===== config.mk =====
export PLATFORM = sky130hd
export DESIGN_NAME = script_token_lexer
export DESIGN_NICKNAME = d
export VERILOG_FILES = /design/src/design/stl_pkg.sv /design/src/design/stl_core.sv /design/src/design/stl_token_queue.sv /design/src/design/script_token_lexer.sv
export SDC_FILE = /design/constraint.sdc
export NUM_CORES = 1
export LEC_CHECK = 0
export BUFFER_PORTS_ARGS = -buffer_cell sky130_fd_sc_hd__buf_4
export CAP_MARGIN = 20
export CORE_ASPECT_RATIO = 1.1
export CORE_MARGIN = 2
export CORE_UTILIZATION = 57
export CTS_CLUSTER_DIAMETER = 200
export CTS_CLUSTER_SIZE = 8
export DETAILED_ROUTE_END_ITERATION = 16
export GPL_ROUTABILITY_DRIVEN = 1
export PLACE_DENSITY_LB_ADDON = 0.3
export SLEW_MARGIN = 15
export SYNTH_ARGS = -nofsm -noshare
export SYNTH_HDL_FRONTEND = slang
export SYNTH_HIERARCHICAL = 1
export SYNTH_SLANG_ARGS = --single-unit

===== constraint.sdc =====
create_clock -name clk -period 12.41 [get_ports clk]
set_input_delay 2.482 -clock clk [delete_from_list [all_inputs] [get_ports clk]]
set_output_delay 2.482 -clock clk [all_outputs]
set_load 0.005 [all_outputs]

===== src/design/stl_pkg.sv =====
// shared types, constants and helper functions for the script token lexer
// no dependencies; imported by stl_core, stl_token_queue and script_token_lexer
package stl_pkg;

  // token kinds above the single-byte range
  localparam logic [8:0] KIND_IF      = 9'd256;
  localparam logic [8:0] KIND_ELSE    = 9'd257;
  localparam logic [8:0] KIND_BUILD   = 9'd258;
  localparam logic [8:0] KIND_PROJECT = 9'd259;
  localparam logic [8:0] KIND_RUN     = 9'd260;
  localparam logic [8:0] KIND_FOR     = 9'd261;
  localparam logic [8:0] KIND_WHILE   = 9'd262;
  localparam logic [8:0] KIND_IN      = 9'd263;
  localparam logic [8:0] KIND_AND     = 9'd264;
  localparam logic [8:0] KIND_OR      = 9'd265;
  localparam logic [8:0] KIND_EQ      = 9'd266;
  localparam logic [8:0] KIND_NEQ     = 9'd267;
  localparam logic [8:0] KIND_END     = 9'd268;
  localparam logic [8:0] KIND_IDENT   = 9'd269;
  localparam logic [8:0] KIND_INT     = 9'd270;
  localparam logic [8:0] KIND_STR     = 9'd271;
  localparam logic [8:0] KIND_BOOL    = 9'd272;

  // special characters
  localparam logic [7:0] CH_QUOTE = 8'h22;
  localparam logic [7:0] CH_TILDE = 8'h7e;
  localparam logic [7:0] CH_LBRACE = 8'h7b;
  localparam logic [7:0] CH_RBRACE = 8'h7d;
  localparam logic [7:0] CH_SLASH = 8'h2f;
  localparam logic [7:0] CH_AMP   = 8'h26;
  localparam logic [7:0] CH_PIPE  = 8'h7c;
  localparam logic [7:0] CH_EQUAL = 8'h3d;
  localparam logic [7:0] CH_BANG  = 8'h21;
  localparam logic [7:0] CH_LF    = 8'h0a;
  localparam logic [7:0] CH_FF    = 8'h0c;
  localparam logic [7:0] CH_CR    = 8'h0d;

  // word prefixes, first byte in the low bits
  localparam logic [55:0] W_IF      = 56'h00000000006669;
  localparam logic [55:0] W_ELSE    = 56'h00000065736c65;
  localparam logic [55:0] W_BUILD   = 56'h0000646c697562;
  localparam logic [55:0] W_PROJECT = 56'h7463656a6f7270;
  localparam logic [55:0] W_RUN     = 56'h000000006e7572;
  localparam logic [55:0] W_FOR     = 56'h00000000726f66;
  localparam logic [55:0] W_WHILE   = 56'h0000656c696877;
  localparam logic [55:0] W_IN      = 56'h00000000006e69;
  localparam logic [55:0] W_TRUE    = 56'h00000065757274;
  localparam logic [55:0] W_FALSE   = 56'h000065736c6166;

  // result queue depth
  localparam int QDEPTH = 4;

  typedef struct packed {
    logic [7:0] in_byte;
    logic       end_of_input;
  } in_item_t;

  typedef struct packed {
    logic [8:0]  token_kind;
    logic [23:0] start_offset;
    logic [15:0] token_length;
    logic [23:0] line_number;
    logic [15:0] column_number;
    logic        format_string;
    logic        last_of_run;
  } token_t;

  // tokens produced by one lexer step
  typedef struct packed {
    logic [1:0] count;
    token_t     tok0;
    token_t     tok1;
  } step_out_t;

  typedef struct packed {
    logic [$clog2(QDEPTH):0] count;
    logic                    room2;
  } q_status_t;

  function automatic logic is_digit(logic [7:0] c);
    return (c >= 8'h30) && (c <= 8'h39);
  endfunction

  function automatic logic is_alpha(logic [7:0] c);
    return ((c >= 8'h61) && (c <= 8'h7a)) || ((c >= 8'h41) && (c <= 8'h5a));
  endfunction

  function automatic logic is_alnum(logic [7:0] c);
    return is_digit(c) || is_alpha(c);
  endfunction

  function automatic logic is_space(logic [7:0] c);
    return (c == 8'h20) || ((c >= 8'h09) && (c <= 8'h0d)) || (c == 8'h00);
  endfunction

  function automatic logic [15:0] sat16_inc(logic [15:0] v);
    return (v != 16'hffff) ? v + 16'd1 : v;
  endfunction

  // keyword / bool / identifier classification of a finished word
  function automatic logic [8:0] word_kind(logic [55:0] prefix, logic [15:0] len);
    logic [8:0] k;
    k = KIND_IDENT;
    if (len == 16'd2 && prefix == W_IF) k = KIND_IF;
    else if (len == 16'd4 && prefix == W_ELSE) k = KIND_ELSE;
    else if (len == 16'd5 && prefix == W_BUILD) k = KIND_BUILD;
    else if (len == 16'd7 && prefix == W_PROJECT) k = KIND_PROJECT;
    else if (len == 16'd3 && prefix == W_RUN) k = KIND_RUN;
    else if (len == 16'd3 && prefix == W_FOR) k = KIND_FOR;
    else if (len == 16'd5 && prefix == W_WHILE) k = KIND_WHILE;
    else if (len == 16'd2 && prefix == W_IN) k = KIND_IN;
    else if (len == 16'd4 && prefix == W_TRUE) k = KIND_BOOL;
    else if (len == 16'd5 && prefix == W_FALSE) k = KIND_BOOL;
    return k;
  endfunction

  function automatic token_t make_tok(logic [8:0] kind, logic [23:0] start,
                                      logic [15:0] len, logic [23:0] line,
                                      logic [15:0] col, logic fmt);
    token_t t;
    t.token_kind    = kind;
    t.start_offset  = start;
    t.token_length  = len;
    t.line_number   = line;
    t.column_number = col;
    t.format_string = fmt;
    t.last_of_run   = 1'b0;
    return t;
  endfunction

endpackage


===== src/design/stl_core.sv =====
// lexer state registers and the single-step next-state / token logic
// depends on stl_pkg
module stl_core #(
  parameter int MAX_BRACE_DEPTH = 255
) (
  input  logic               clk,
  input  logic               rst_n,
  input  logic               step_en,
  input  stl_pkg::in_item_t  item,
  output stl_pkg::step_out_t step_out
);
  import stl_pkg::*;

  localparam int BDW = $clog2(MAX_BRACE_DEPTH + 1);
  localparam logic [BDW-1:0] DEPTH_MAX = BDW'(MAX_BRACE_DEPTH);

  typedef enum logic [2:0] {
    M_IDLE, M_SLASH, M_COMMENT, M_STRING, M_BRACE, M_INT, M_IDENT, M_OP
  } mode_t;

  mode_t          mode_r, mode_nxt;
  logic [23:0]    token_start_r, token_start_nxt;
  logic [15:0]    token_len_r, token_len_nxt;
  logic [23:0]    byte_offset_r, byte_offset_nxt;
  logic [23:0]    cur_line_r, cur_line_nxt;
  logic [15:0]    cur_col_r, cur_col_nxt;
  logic [23:0]    start_line_r, start_line_nxt;
  logic [15:0]    start_col_r, start_col_nxt;
  logic [55:0]    prefix_r, prefix_nxt;
  logic [BDW-1:0] depth_r, depth_nxt;
  logic           fmt_r, fmt_nxt;
  logic           open_r, open_nxt;
  logic           tilde_r, tilde_nxt;

  token_t     toks [2];
  logic [1:0] n;
  logic       do_idle;
  logic       flush_vld;
  token_t     flush_tok;
  logic [8:0] op_kind;
  logic [7:0] c;

  // pending token flushed when a word, number or operator ends
  always_comb begin
    flush_vld = 1'b0;
    flush_tok = make_tok(KIND_INT, token_start_r, token_len_r, start_line_r,
                         start_col_r, 1'b0);
    case (mode_r)
      M_INT: begin
        flush_vld = 1'b1;
      end
      M_IDENT: begin
        flush_vld = 1'b1;
        flush_tok.token_kind = (token_len_r > 16'd7) ? KIND_IDENT :
                               word_kind(prefix_r, token_len_r);
      end
      M_OP, M_SLASH: begin
        flush_vld = 1'b1;
        flush_tok.token_kind = {1'b0, prefix_r[7:0]};
        flush_tok.token_length = 16'd1;
      end
      default: begin
        flush_vld = 1'b0;
      end
    endcase
  end

  always_comb begin
    c = item.in_byte;
    mode_nxt        = mode_r;
    token_start_nxt = token_start_r;
    token_len_nxt   = token_len_r;
    byte_offset_nxt = byte_offset_r;
    cur_line_nxt    = cur_line_r;
    cur_col_nxt     = cur_col_r;
    start_line_nxt  = start_line_r;
    start_col_nxt   = start_col_r;
    prefix_nxt      = prefix_r;
    depth_nxt       = depth_r;
    fmt_nxt         = fmt_r;
    open_nxt        = open_r;
    tilde_nxt       = tilde_r;
    toks[0] = '0;
    toks[1] = '0;
    n       = 2'd0;
    do_idle = 1'b0;
    op_kind = 9'd0;

    if (item.end_of_input) begin
      if (flush_vld) begin
        toks[n[0]] = flush_tok;
        n = n + 2'd1;
      end
      toks[n[0]] = make_tok(KIND_END, byte_offset_r, 16'd0, cur_line_r, cur_col_r, 1'b0);
      n = n + 2'd1;
      mode_nxt        = M_IDLE;
      token_start_nxt = '0;
      token_len_nxt   = '0;
      byte_offset_nxt = '0;
      cur_line_nxt    = 24'd1;
      cur_col_nxt     = 16'd1;
      start_line_nxt  = 24'd1;
      start_col_nxt   = 16'd1;
      prefix_nxt      = '0;
      depth_nxt       = '0;
      fmt_nxt         = 1'b0;
      open_nxt        = 1'b0;
      tilde_nxt       = 1'b0;
    end else begin
      case (mode_r)
        M_STRING: begin
          token_len_nxt = sat16_inc(token_len_r);
          if (tilde_r && c == CH_QUOTE) begin
            tilde_nxt = 1'b0;  // escaped quote stays in the string
          end else begin
            tilde_nxt = 1'b0;
            if (c == CH_QUOTE) begin
              toks[n[0]] = make_tok(KIND_STR, token_start_r, token_len_nxt,
                                    start_line_r, start_col_r, fmt_r);
              n = n + 2'd1;
              mode_nxt = M_IDLE;
            end else if (c == CH_TILDE) begin
              tilde_nxt = 1'b1;
            end else if (c == CH_LBRACE) begin
              fmt_nxt   = 1'b1;
              open_nxt  = 1'b1;
              depth_nxt = BDW'(1);
              mode_nxt  = M_BRACE;
            end
          end
        end
        M_BRACE: begin
          token_len_nxt = sat16_inc(token_len_r);
          if (c == CH_RBRACE) begin
            if (depth_r != '0) depth_nxt = depth_r - BDW'(1);
            open_nxt = 1'b0;
            if (depth_r <= BDW'(1)) mode_nxt = M_STRING;
          end else if (c == CH_LBRACE) begin
            if (open_r) fmt_nxt = 1'b0;  // doubled brace is a literal brace
            if (depth_r < DEPTH_MAX) depth_nxt = depth_r + BDW'(1);
            open_nxt = 1'b1;
          end else begin
            open_nxt = 1'b0;
          end
        end
        M_COMMENT: begin
          if (c == CH_LF) mode_nxt = M_IDLE;
        end
        M_INT: begin
          if (is_digit(c)) begin
            token_len_nxt = sat16_inc(token_len_r);
          end else begin
            toks[n[0]] = flush_tok;
            n = n + 2'd1;
            mode_nxt = M_IDLE;
            do_idle = 1'b1;
          end
        end
        M_IDENT: begin
          if (is_alnum(c)) begin
            if (token_len_r < 16'd7) prefix_nxt[{token_len_r[2:0], 3'b000} +: 8] = c;
            token_len_nxt = sat16_inc(token_len_r);
          end else begin
            toks[n[0]] = flush_tok;
            n = n + 2'd1;
            mode_nxt = M_IDLE;
            do_idle = 1'b1;
          end
        end
        M_OP: begin
          if (prefix_r[7:0] == CH_AMP && c == CH_AMP) op_kind = KIND_AND;
          else if (prefix_r[7:0] == CH_PIPE && c == CH_PIPE) op_kind = KIND_OR;
          else if (prefix_r[7:0] == CH_EQUAL && c == CH_EQUAL) op_kind = KIND_EQ;
          else if (prefix_r[7:0] == CH_BANG && c == CH_EQUAL) op_kind = KIND_NEQ;
          if (op_kind != 9'd0) begin
            toks[n[0]] = make_tok(op_kind, token_start_r, 16'd2, start_line_r,
                                  start_col_r, 1'b0);
            n = n + 2'd1;
            mode_nxt = M_IDLE;
          end else begin
            toks[n[0]] = flush_tok;
            n = n + 2'd1;
            mode_nxt = M_IDLE;
            do_idle = 1'b1;
          end
        end
        M_SLASH: begin
          if (c == CH_SLASH) begin
            mode_nxt = M_COMMENT;
          end else begin
            toks[n[0]] = flush_tok;
            n = n + 2'd1;
            mode_nxt = M_IDLE;
            do_idle = 1'b1;
          end
        end
        default: begin
          mode_nxt = M_IDLE;
          do_idle = 1'b1;
        end
      endcase

      // byte not consumed by a pending token starts a new one, or is emitted at once as a single-byte token
      if (do_idle && !is_space(c)) begin
        if (c == CH_QUOTE || is_digit(c) || is_alpha(c) || c == CH_AMP ||
            c == CH_PIPE || c == CH_EQUAL || c == CH_BANG || c == CH_SLASH) begin
          token_start_nxt = byte_offset_r;
          start_line_nxt  = cur_line_r;
          start_col_nxt   = cur_col_r;
          token_len_nxt   = 16'd1;
          prefix_nxt      = {48'd0, c};
          if (c == CH_QUOTE) begin
            mode_nxt  = M_STRING;
            fmt_nxt   = 1'b0;
            open_nxt  = 1'b0;
            tilde_nxt = 1'b0;
          end else if (is_digit(c)) begin
            mode_nxt = M_INT;
          end else if (is_alpha(c)) begin
            mode_nxt = M_IDENT;
          end else if (c == CH_SLASH) begin
            mode_nxt = M_SLASH;
          end else begin
            mode_nxt = M_OP;
          end
        end else begin
          toks[n[0]] = make_tok({1'b0, c}, byte_offset_r, 16'd1, cur_line_r,
                                cur_col_r, 1'b0);
          n = n + 2'd1;
        end
      end

      // position tracking
      byte_offset_nxt = byte_offset_r + 24'd1;
      if (c == CH_LF) begin
        if (cur_line_r != 24'hffffff) cur_line_nxt = cur_line_r + 24'd1;
        cur_col_nxt = 16'd1;
      end else if (c != CH_FF && c != CH_CR) begin
        cur_col_nxt = sat16_inc(cur_col_r);
      end
    end

    if (n != 2'd0) toks[n[0] ^ 1'b1].last_of_run = 1'b1;

    step_out.count = step_en ? n : 2'd0;
    step_out.tok0  = toks[0];
    step_out.tok1  = toks[1];
  end

  always_ff @(posedge clk) begin
    if (!rst_n) begin
      mode_r        <= M_IDLE;
      token_start_r <= '0;
      token_len_r   <= '0;
      byte_offset_r <= '0;
      cur_line_r    <= 24'd1;
      cur_col_r     <= 16'd1;
      start_line_r  <= 24'd1;
      start_col_r   <= 16'd1;
      prefix_r      <= '0;
      depth_r       <= '0;
      fmt_r         <= 1'b0;
      open_r        <= 1'b0;
      tilde_r       <= 1'b0;
    end else if (step_en) begin
      mode_r        <= mode_nxt;
      token_start_r <= token_start_nxt;
      token_len_r   <= token_len_nxt;
      byte_offset_r <= byte_offset_nxt;
      cur_line_r    <= cur_line_nxt;
      cur_col_r     <= cur_col_nxt;
      start_line_r  <= start_line_nxt;
      start_col_r   <= start_col_nxt;
      prefix_r      <= prefix_nxt;
      depth_r       <= depth_nxt;
      fmt_r         <= fmt_nxt;
      open_r        <= open_nxt;
      tilde_r       <= tilde_nxt;
    end
  end

endmodule


===== src/design/stl_token_queue.sv =====
// small result queue: takes up to two tokens a cycle, hands out one while out_stall is low
// depends on stl_pkg
module stl_token_queue (
  input  logic               clk,
  input  logic               rst_n,
  input  stl_pkg::step_out_t wr,
  input  logic               out_stall,
  output logic               out_valid,
  output stl_pkg::token_t    head,
  output stl_pkg::q_status_t status
);
  import stl_pkg::*;

  localparam int QAW = $clog2(QDEPTH);

  token_t         mem_r [QDEPTH];
  logic [QAW-1:0] wr_ptr_r, wr_ptr_nxt;
  logic [QAW-1:0] rd_ptr_r, rd_ptr_nxt;
  logic [QAW:0]   count_r, count_nxt;
  logic           pop;

  assign out_valid = (count_r != '0);
  assign head      = mem_r[rd_ptr_r];
  assign pop       = out_valid && !out_stall;

  always_comb begin
    wr_ptr_nxt = wr_ptr_r + QAW'(wr.count);
    rd_ptr_nxt = pop ? rd_ptr_r + QAW'(1) : rd_ptr_r;
    count_nxt  = count_r + (QAW+1)'(wr.count) - (QAW+1)'(pop);
  end

  assign status.count = count_r;
  assign status.room2 = (count_r <= (QAW+1)'(QDEPTH - 2));

  always_ff @(posedge clk) begin
    if (!rst_n) begin
      wr_ptr_r <= '0;
      rd_ptr_r <= '0;
      count_r  <= '0;
    end else begin
      wr_ptr_r <= wr_ptr_nxt;
      rd_ptr_r <= rd_ptr_nxt;
      count_r  <= count_nxt;
    end
  end

  always_ff @(posedge clk) begin
    if (wr.count != 2'd0) mem_r[wr_ptr_r] <= wr.tok0;
    if (wr.count == 2'd2) mem_r[wr_ptr_r + QAW'(1)] <= wr.tok1;
  end

endmodule


===== src/design/script_token_lexer.sv =====
// streaming source lexer, top level: lexer step plus result queue
// depends on stl_pkg, stl_core, stl_token_queue
//
// usage
//   input channel (in_valid / in_stall / in_item): one source byte per item,
//   or an end-of-input marker with end_of_input set. an item is taken on a
//   rising edge with in_valid high and in_stall low.
//   result channel (out_valid / out_stall / out_item): one token per item,
//   with kind, start offset, length, line, column and the format flag.
//   last_of_run marks the final token caused by one input item.
// timing
//   the lexer state advances on the edge that takes the item; its tokens
//   (zero, one or two) land in a four-entry queue on that same edge and
//   show on the result port once the tokens ahead of them have left.
//   throughput is one input item per cycle while in_stall is low; the output
//   port moves one token per cycle while out_stall is low, bounding two-token items.
//   in_stall rises only when the queue cannot take two more tokens.
// reset
//   synchronous active-low rst_n empties the queue and returns the lexer to
//   idle at offset 0, line 1, column 1. an end-of-input item does the same
//   to the lexer after its end token.
// stall
//   a stalled result holds its token; input items are taken while two entries are free
module script_token_lexer #(
  parameter int MAX_BRACE_DEPTH = 255
) (
  input  logic              clk,
  input  logic              rst_n,
  input  logic              in_valid,
  output logic              in_stall,
  input  stl_pkg::in_item_t in_item,
  output logic              out_valid,
  input  logic              out_stall,
  output stl_pkg::token_t   out_item
);
  import stl_pkg::*;

  step_out_t step_out;
  q_status_t q_stat;
  logic      in_accept;

  // accept whenever the queue has room for a worst-case item
  assign in_stall  = !q_stat.room2;
  assign in_accept = in_valid && !in_stall;

  // lexer step: state registers and next-token logic
  stl_core #(
    .MAX_BRACE_DEPTH(MAX_BRACE_DEPTH)
  ) u_core (
    .clk      (clk),
    .rst_n    (rst_n),
    .step_en  (in_accept),
    .item     (in_item),
    .step_out (step_out)
  );

  // result queue decouples the two handshakes
  stl_token_queue u_queue (
    .clk       (clk),
    .rst_n     (rst_n),
    .wr        (step_out),
    .out_stall (out_stall),
    .out_valid (out_valid),
    .head      (out_item),
    .status    (q_stat)
  );

  // end of input always produces a trailing end token
  assert property (@(posedge clk) disable iff (!rst_n)
    (in_accept && in_item.end_of_input) |->
      ((step_out.count == 2'd1 && step_out.tok0.token_kind == KIND_END) ||
       (step_out.count == 2'd2 && step_out.tok1.token_kind == KIND_END)))
    else $error("end of input without end token");

  // only the final token of a step carries last_of_run
  assert property (@(posedge clk) disable iff (!rst_n)
    (step_out.count == 2'd2) |->
      (!step_out.tok0.last_of_run && step_out.tok1.last_of_run))
    else $error("last_of_run misplaced on two-token step");

  // queue never exceeds its depth
  assert property (@(posedge clk) disable iff (!rst_n)
    q_stat.count <= ($clog2(QDEPTH)+1)'(QDEPTH))
    else $error("result queue overflow");

  // a step that produced tokens leaves the queue non-empty next cycle
  assert property (@(posedge clk) disable iff (!rst_n)
    (step_out.count != 2'd0) |=> out_valid)
    else $error("tokens lost in queue");

endmodule

==> results.yml, run 1 <==
outcome:
  status: "completed"
logic_synthesis:
  yosysTopAreaCellShare_pct: 35.5
  yosysWarnings: 6
  synth_cells: 2435
  yosys-top-cells-area: "edfxtp_1 (36%), dfxtp_1 (15%), mux2_2 (9.6%), mux4_2 (6.7%), mux2_4 (4.8%)"
  synth_top_flop_cell: "edfxtp_1"
  yosysTopAreaCell: "edfxtp_1"
  avgSynthCellArea_um2: 12.6
  ys_types: 94
  ys_seq_area_share_pct: 50.0
  ys_ff_latch: 587
  synth-edff-count: 364
  ys_async_sr_fraction_pct: 0
  synth_area_um2: 30800
clock_network:
  clk_root_buffer_cell: "clkbuf_16"
  ctsResizeCount: 0
  cts_buffers: 83
  ctsHoldBuffers: 0
  clk_latency_ps: 630
  cts_tree: "built"
  clockBufferDepth: 3
  clkTransAtPathRegs_ps: 50
  postCtsSetupBuffers: 0
  htreeDepth: 3
  clkSinkCount: 587
power_and_ir_drop:
  ir_drop_mv: 0.100
  power_leakage_uw: 0.0120
  p_per_area_nw_per_um2: 157
critical_path:
  arrival_ps: 8080
  critPathRequiredTime_ps: 12650
  cp_max_fo: 45
  ff2ff_setup_slack_ps: 6210
  path_class: "primary input to register"
  startpoint_type: "primary input"
  setup.worst_path.end_class: "register"
route:
  viasPerCell: 6.50
  ant_nets: 0
  drc: 0
  wl_per_cell_um: 24.4
  drtIter0Drc: 1689
  wl_um: 78800
  num_vias: 21000
  firstDrtPassIters: 5
global_routing:
  grt_max_degree: 68
  antenna_found_initial: 1
  grt_pass1_vias: 21600
  grt_pass1_wl_um: 122000
  overflow: 0
  grtUsageTotal_pct: 28.4
sta:
  grt_setup_unrepaired: "false"
  fmax_ghz: 0.128
  finClkSkew_ps: 32.3
  holdWs_ps: 459
  report.final.hold_viol_count: 0
  fin_crit_ps: 7840
  timing.final.crit_share_pct: 63.2
  setup_viol: 0
  max-slew-margin-rel_pct: 24.9
  maxSlewViolCount: 0
  setup-tns-final_ps: 0
  worst_slew_pin_slew_ps: 1130
placement:
  gp_congestion: 0.939
  dp_hpwl_um: 47200
  io_buffers: 105
die:
  design.core.area_um2: 53500
  die_w_um: 226
  std_cell_rows: 89
  die_h_um: 248
  die_area_um2: 55900
  start_util_pct: 57.6
  io_pins: 106
finish:
  num_antenna_cells: 0
  syn_to_final_growth_pct: 10.5
  drive_above_1_share_pct: 28.4
  layout.nets: 2516
flow_run:
  max_cap_viol_count: 0
hold_path:
  min_path_type: "register to register"
-- metal layers --
metal  track usage [%]  vias up  wire length (µm)
li1                  -     9461                 -
met1              34.5    10500             30800
met2              50.2      798             40200
met3              3.61      199              4690
met4              13.4        2              3110
met5                 0        -                12
-- path summary, 6_finish.rpt --
| check | depth (start not counted) | end | start |
|---|---|---|---|
| setup / recovery | 14 | u_queue/mem_r[0][74] | in_item[3] |
| hold / removal | 1 | u_core/prefix_r[35] | u_core/prefix_r[35] |
| setup reg to reg | 13 | u_queue/mem_r[0][74] | u_core/mode_r[0] |
| hold reg to reg | 1 | u_core/prefix_r[35] | u_core/prefix_r[35] |
-- layout make-up --
| cell class | instances | area [µm²] |
|---|---|---|
| Fill cell | 3979 | 19500 |
| Sequential cell | 587 | 15400 |
| Multi-Input combinational cell | 1635 | 14200 |
| Clock buffer | 141 | 2290 |
| Timing Repair Buffer | 141 | 1080 |
| Tap cell | 682 | 853 |
| Inverter | 37 | 139 |
| Clock inverter | 5 | 82.6 |
-- worst max-delay path, cell delays in order --
cell and delay [ps]:
buf_4 190, or4_4 570, o221a_4 280, a211oi_4 620
a211oi_4 160, inv_2 160, ha_1 250, mux2_2 280
o211a_1 330, nor2b_4 210, nand3_4 610, o31ai_4 570
buf_4 580, buf_4 720
-- cells in the final DEF, fill, tap and decap left out, types with 9 or more instances in the layout --
| cell type | count |
|---|---|
| o21ai_1 | 9 |
| a32o_1 | 17 |
| mux2_2 | 261 |
| conb_1 | 16 |
| nor2_1 | 132 |
| and2_1 | 16 |
| ha_1 | 17 |
| xor2_1 | 26 |
| mux4_2 | 91 |
| clkbuf_1 | 58 |
| a22o_1 | 143 |
| nand2_1 | 108 |
| nand4_1 | 43 |
| nor4_1 | 31 |
| xnor2_1 | 31 |
| nand2b_1 | 14 |
| a21oi_1 | 83 |
| mux2_4 | 99 |
| dfxtp_1 | 221 |
| inv_1 | 36 |
| mux2i_1 | 9 |
| o21ai_0 | 59 |
| and3_1 | 28 |
| nor3_1 | 42 |
| nor2b_1 | 70 |
| buf_4 | 139 |
| nand3_1 | 87 |
| edfxtp_1 | 364 |
| nor3b_1 | 9 |
| or3_1 | 27 |
| clkbuf_16 | 83 |
-- metrics by stage --
| stage | util [%] | instances | cell area (µm²) | power, µW | worst slack, ps |
|---|---|---|---|---|---|
| 2_1_floorplan | - | 2450 | 30800 | 2890 | 387 |
| 3_3_place_gp | 59.1 | 3080 | 31600 | 3290 | 3990 |
| 3_5_place_dp | 59.1 | 3080 | 31600 | 3300 | 3950 |
| 4_1_cts | 63.5 | 3226 | 34000 | 5380 | 4590 |
| 5_1_grt | 63.6 | 3228 | 34000 | 5530 | 4300 |
| 6_report | 63.6 | 3228 | 34000 | 5330 | 4570 |
-- cells in the mapped netlist, types with 9 or more instances --
library cell    n
xnor2_1        31
nor2b_1        71
o21ai_0        59
edfxtp_1      364
mux2_2        261
mux4_2         91
nor4_1         31
nand2b_1       14
nor3_1         42
a21oi_1        83
ha_1           17
and3_1         28
nor2_1        135
a22o_1        143
buf_2          37
mux2_4         99
and2_1         17
a32o_1         17
buf_4          17
buf_12          9
nand3_1        88
nor3b_1         9
or3_1          27
nand2_1       108
a21o_1          9
o21ai_1        10
mux2i_1         9
nand4_1        43
inv_1          36
dfxtp_1       223
buf_6          36
xor2_1         26
clkbuf_1       87
-- sequential cells by signal, summed over array words and instances (netlist names), named ones only --
signal	count
u_queue/count_r	3
u_core/fmt_r	1
u_core/byte_offset_r	24
u_queue/mem_r	364
u_core/mode_r	3
u_core/token_start_r	24
u_queue/rd_ptr_r	2
u_core/depth_r	8
u_core/start_col_r	16
u_core/cur_col_r	16
u_core/open_r	1
u_queue/wr_ptr_r	2
u_core/prefix_r	56
u_core/start_line_r	24
u_core/token_len_r	16
u_core/cur_line_r	24
u_core/tilde_r	1
-- logic make-up (layout without fill, tap and decap cells) --
group	Yosys count	after routing	synth area share, %
adder cells (fa/ha/maj)	18	18	0.756
AND/OR/NAND/NOR	679	679	12.0
buffers and inverters	228	324	4.49
flip-flops	587	587	50.0
AO/OA/AOI/OAI	400	400	9.58
other	1	16	0.0122
XOR/XNOR	57	57	1.62
multiplexers	465	465	21.5
-- report_power, final --
group | leakage, µW | internal [µW] | switching (µW) | total (µW)
clock network | 0.00112 | 1250 | 828 | 2080
registers | 0.00531 | 2230 | 59.8 | 2290
logic | 0.00554 | 437 | 529 | 966
total | 0.0120 | 3920 | 1420 | 5330
Note: power is estimated with default switching activity, not from simulation.
==> run 2: changes to the inputs <==
- CORE_UTILIZATION: 57 -> 63
- clock period: 12.41 -> 8 ns (I/O delays scaled with it)
==> run 2 against run 1 <==
Die area shrank 9.4%. Clock skew decreased by 7.5 ps. Sequential cell count unchanged. Critical path depth is the same. Utilization rose by 7.2 points. Cell count is 0.99% lower. Hold slack better by 4.7 ps. Combinational power rose by 53%. Clock-buffer cell count did not move. Via count grew 1.5%. Critical endpoint is now u_queue/mem_r[2][44].
==> results.yml, run 2 (synthesis gave the netlist of run 1 again) <==
outcome:
  status: "completed"
clock_network:
  htreeDepth: 3
  clkSinkCount: 587
  ctsResizeCount: 0
  postCtsSetupBuffers: 0
  clockBufferDepth: 3
  cts_tree: "built"
  clk_latency_ps: 620
  cts_buffers: 83
  ctsHoldBuffers: 0
  clkTransAtPathRegs_ps: 50
  clk_root_buffer_cell: "clkbuf_16"
global_routing:
  grtUsageTotal_pct: 31.2
  antenna_found_initial: 0
  grt_max_degree: 92
  grt_pass1_vias: 21800
  grt_pass1_wl_um: 123000
  overflow: 0
finish:
  fin_cells: 3196
  final_common_cell: "edfxtp_1"
  mostFrequentLayoutCells: "edfxtp_1 (364), mux2_2 (261), dfxtp_1 (221)"
  num-fill-cells: 3191
  syn_to_final_growth_pct: 10.6
  largest_reg_flops: 364
  final_cell_area_um2: 34000
  layout.nets: 2518
  top_register: "u_queue/mem_r"
  reg.largest.list: "u_queue/mem_r: 364 flops, u_core/prefix_r: 56 flops"
  drive_above_1_share_pct: 28.5
hold_path:
  min_path_type: "register to register"
  holdPathStages: 2
  min_to: "u_core/prefix_r[13]"
  min_from: "u_core/prefix_r[13]"
power_and_ir_drop:
  power_leakage_uw: 0.0120
  p_per_area_nw_per_um2: 244
  ir_drop_mv: 0.176
  power_uw: 8290
flow_run:
  max_cap_viol_count: 0
die:
  design.core.area_um2: 48000
  start_util_pct: 64.1
  die_w_um: 215
  io_pins: 106
  std_cell_rows: 84
  die_h_um: 236
  die_area_um2: 50600
critical_path:
  slowest_delay_ps: 570
  setup.worst_path.end_class: "register"
  regToRegStartpoint: "u_core/mode_r[0]"
  startpoint_type: "primary input"
  rr_endpoint: "u_queue/mem_r[2][44]"
  cp_top_family: "simple AND/OR/NAND/NOR gates"
  ff2ff_path_depth: 13
  critPathRequiredTime_ps: 8250
  path_class: "primary input to register"
  ff2ff_setup_slack_ps: 2810
  arrival_ps: 6040
  cp-startpoint: "in_item[7]"
  crit_chain: "buf_4, nor2_1, and4_1, a211oi_4, buf_4, a211oi_4, inv_2, ha_1, mux2_2, o211a_1, nor2b_4, and3b_4, a21o_4, buf_12"
  cp_max_fo: 57
  cp_slowest_cell: "and3b_4"
  cp_num_buf_inv: 4
route:
  num_vias: 21300
  wl_per_cell_um: 24.9
  drtIter0Drc: 2162
  drc: 0
  firstDrtPassIters: 7
  wl_um: 79500
  viasPerCell: 6.67
  ant_nets: 0
sta:
  grt_setup_unrepaired: "false"
  maxSlewViolCount: 0
  fmax_ghz: 0.173
  fin_crit_ps: 5780
  setup-tns-final_ps: 0
  max-slew-margin-rel_pct: 23.9
  worst_slew_pin_slew_ps: 1140
  report.final.hold_viol_count: 0
  finClkSkew_ps: 24.8
  holdWs_ps: 464
  timing.final.crit_share_pct: 72.3
  setup_viol: 0
placement:
  dpl.cell_count: 3046
  gp_congestion: 0.960
  io_buffers: 105
  dp_hpwl_um: 48000
  placed_area_um2: 31600
==> run 2: cell count changes in the layout (fill, tap and decap cells not counted), sizes merged <==
| cell | change |
|---|---|
| inv | +2 |
| buf | +2 |
| diode | +1 |
==> run 2: tightest hold or removal path, cell delays in order (launching register included) <==
cell and delay [ps]:
dfxtp_1 310, nand2_1 50, a21oi_1 50
==> run 2: stage by stage <==
| step | setup WS, ps | util [%] |
|---|---|---|
| finish | 2220 | 70.9 |
| global route | 2050 | 70.9 |
| CTS | 2280 | 70.8 |
| detailed placement | 1650 | 65.8 |
| global placement | 1690 | 65.8 |
| floorplan | -289 | - |
==> run 2: worst max path at each step <==
stage	endpoint	slack (ps)	depth (start not counted)
2_1_floorplan	u_queue/mem_r[0][0]	-290	11
3_3_place_gp	u_queue/mem_r[0][10]	1690	13
3_5_place_dp	u_queue/mem_r[2][69]	1650	14
4_1_cts	u_queue/mem_r[2][63]	2280	14
5_1_grt	u_queue/mem_r[2][44]	2050	14
6_report	u_queue/mem_r[2][44]	2220	14
==> run 2: routing by layer <==
metal	routed length, µm	GRT usage [%]	share of wire (%)	vias up
met5	0	0	0	-
met2	40400	54.6	51	943
li1	-	-	-	9461
met3	5500	4.35	6.9	168
met1	31100	39.2	39	10700
met4	2480	12.4	3.1	0
==> run 2: area by class of cell <==
cell class	instances	area [µm²]	area share, %
diodes	1	2.50	0.00735
clock buffers	141	2290	6.74
clock inverters	7	75.1	0.221
inverters	37	139	0.408
multi-input cells	1635	14200	41.6
flip-flops and latches	587	15400	45.3
well taps	645	807	2.37
repair buffers	143	1150	3.39
==> run 2: report_power, final <==
| group | internal (µW) | switching [µW] |
|---|---|---|
| Sequential | 3460 | 134 |
| Combinational | 690 | 792 |
| Clock | 1940 | 1280 |
| Total | 6080 | 2210 |
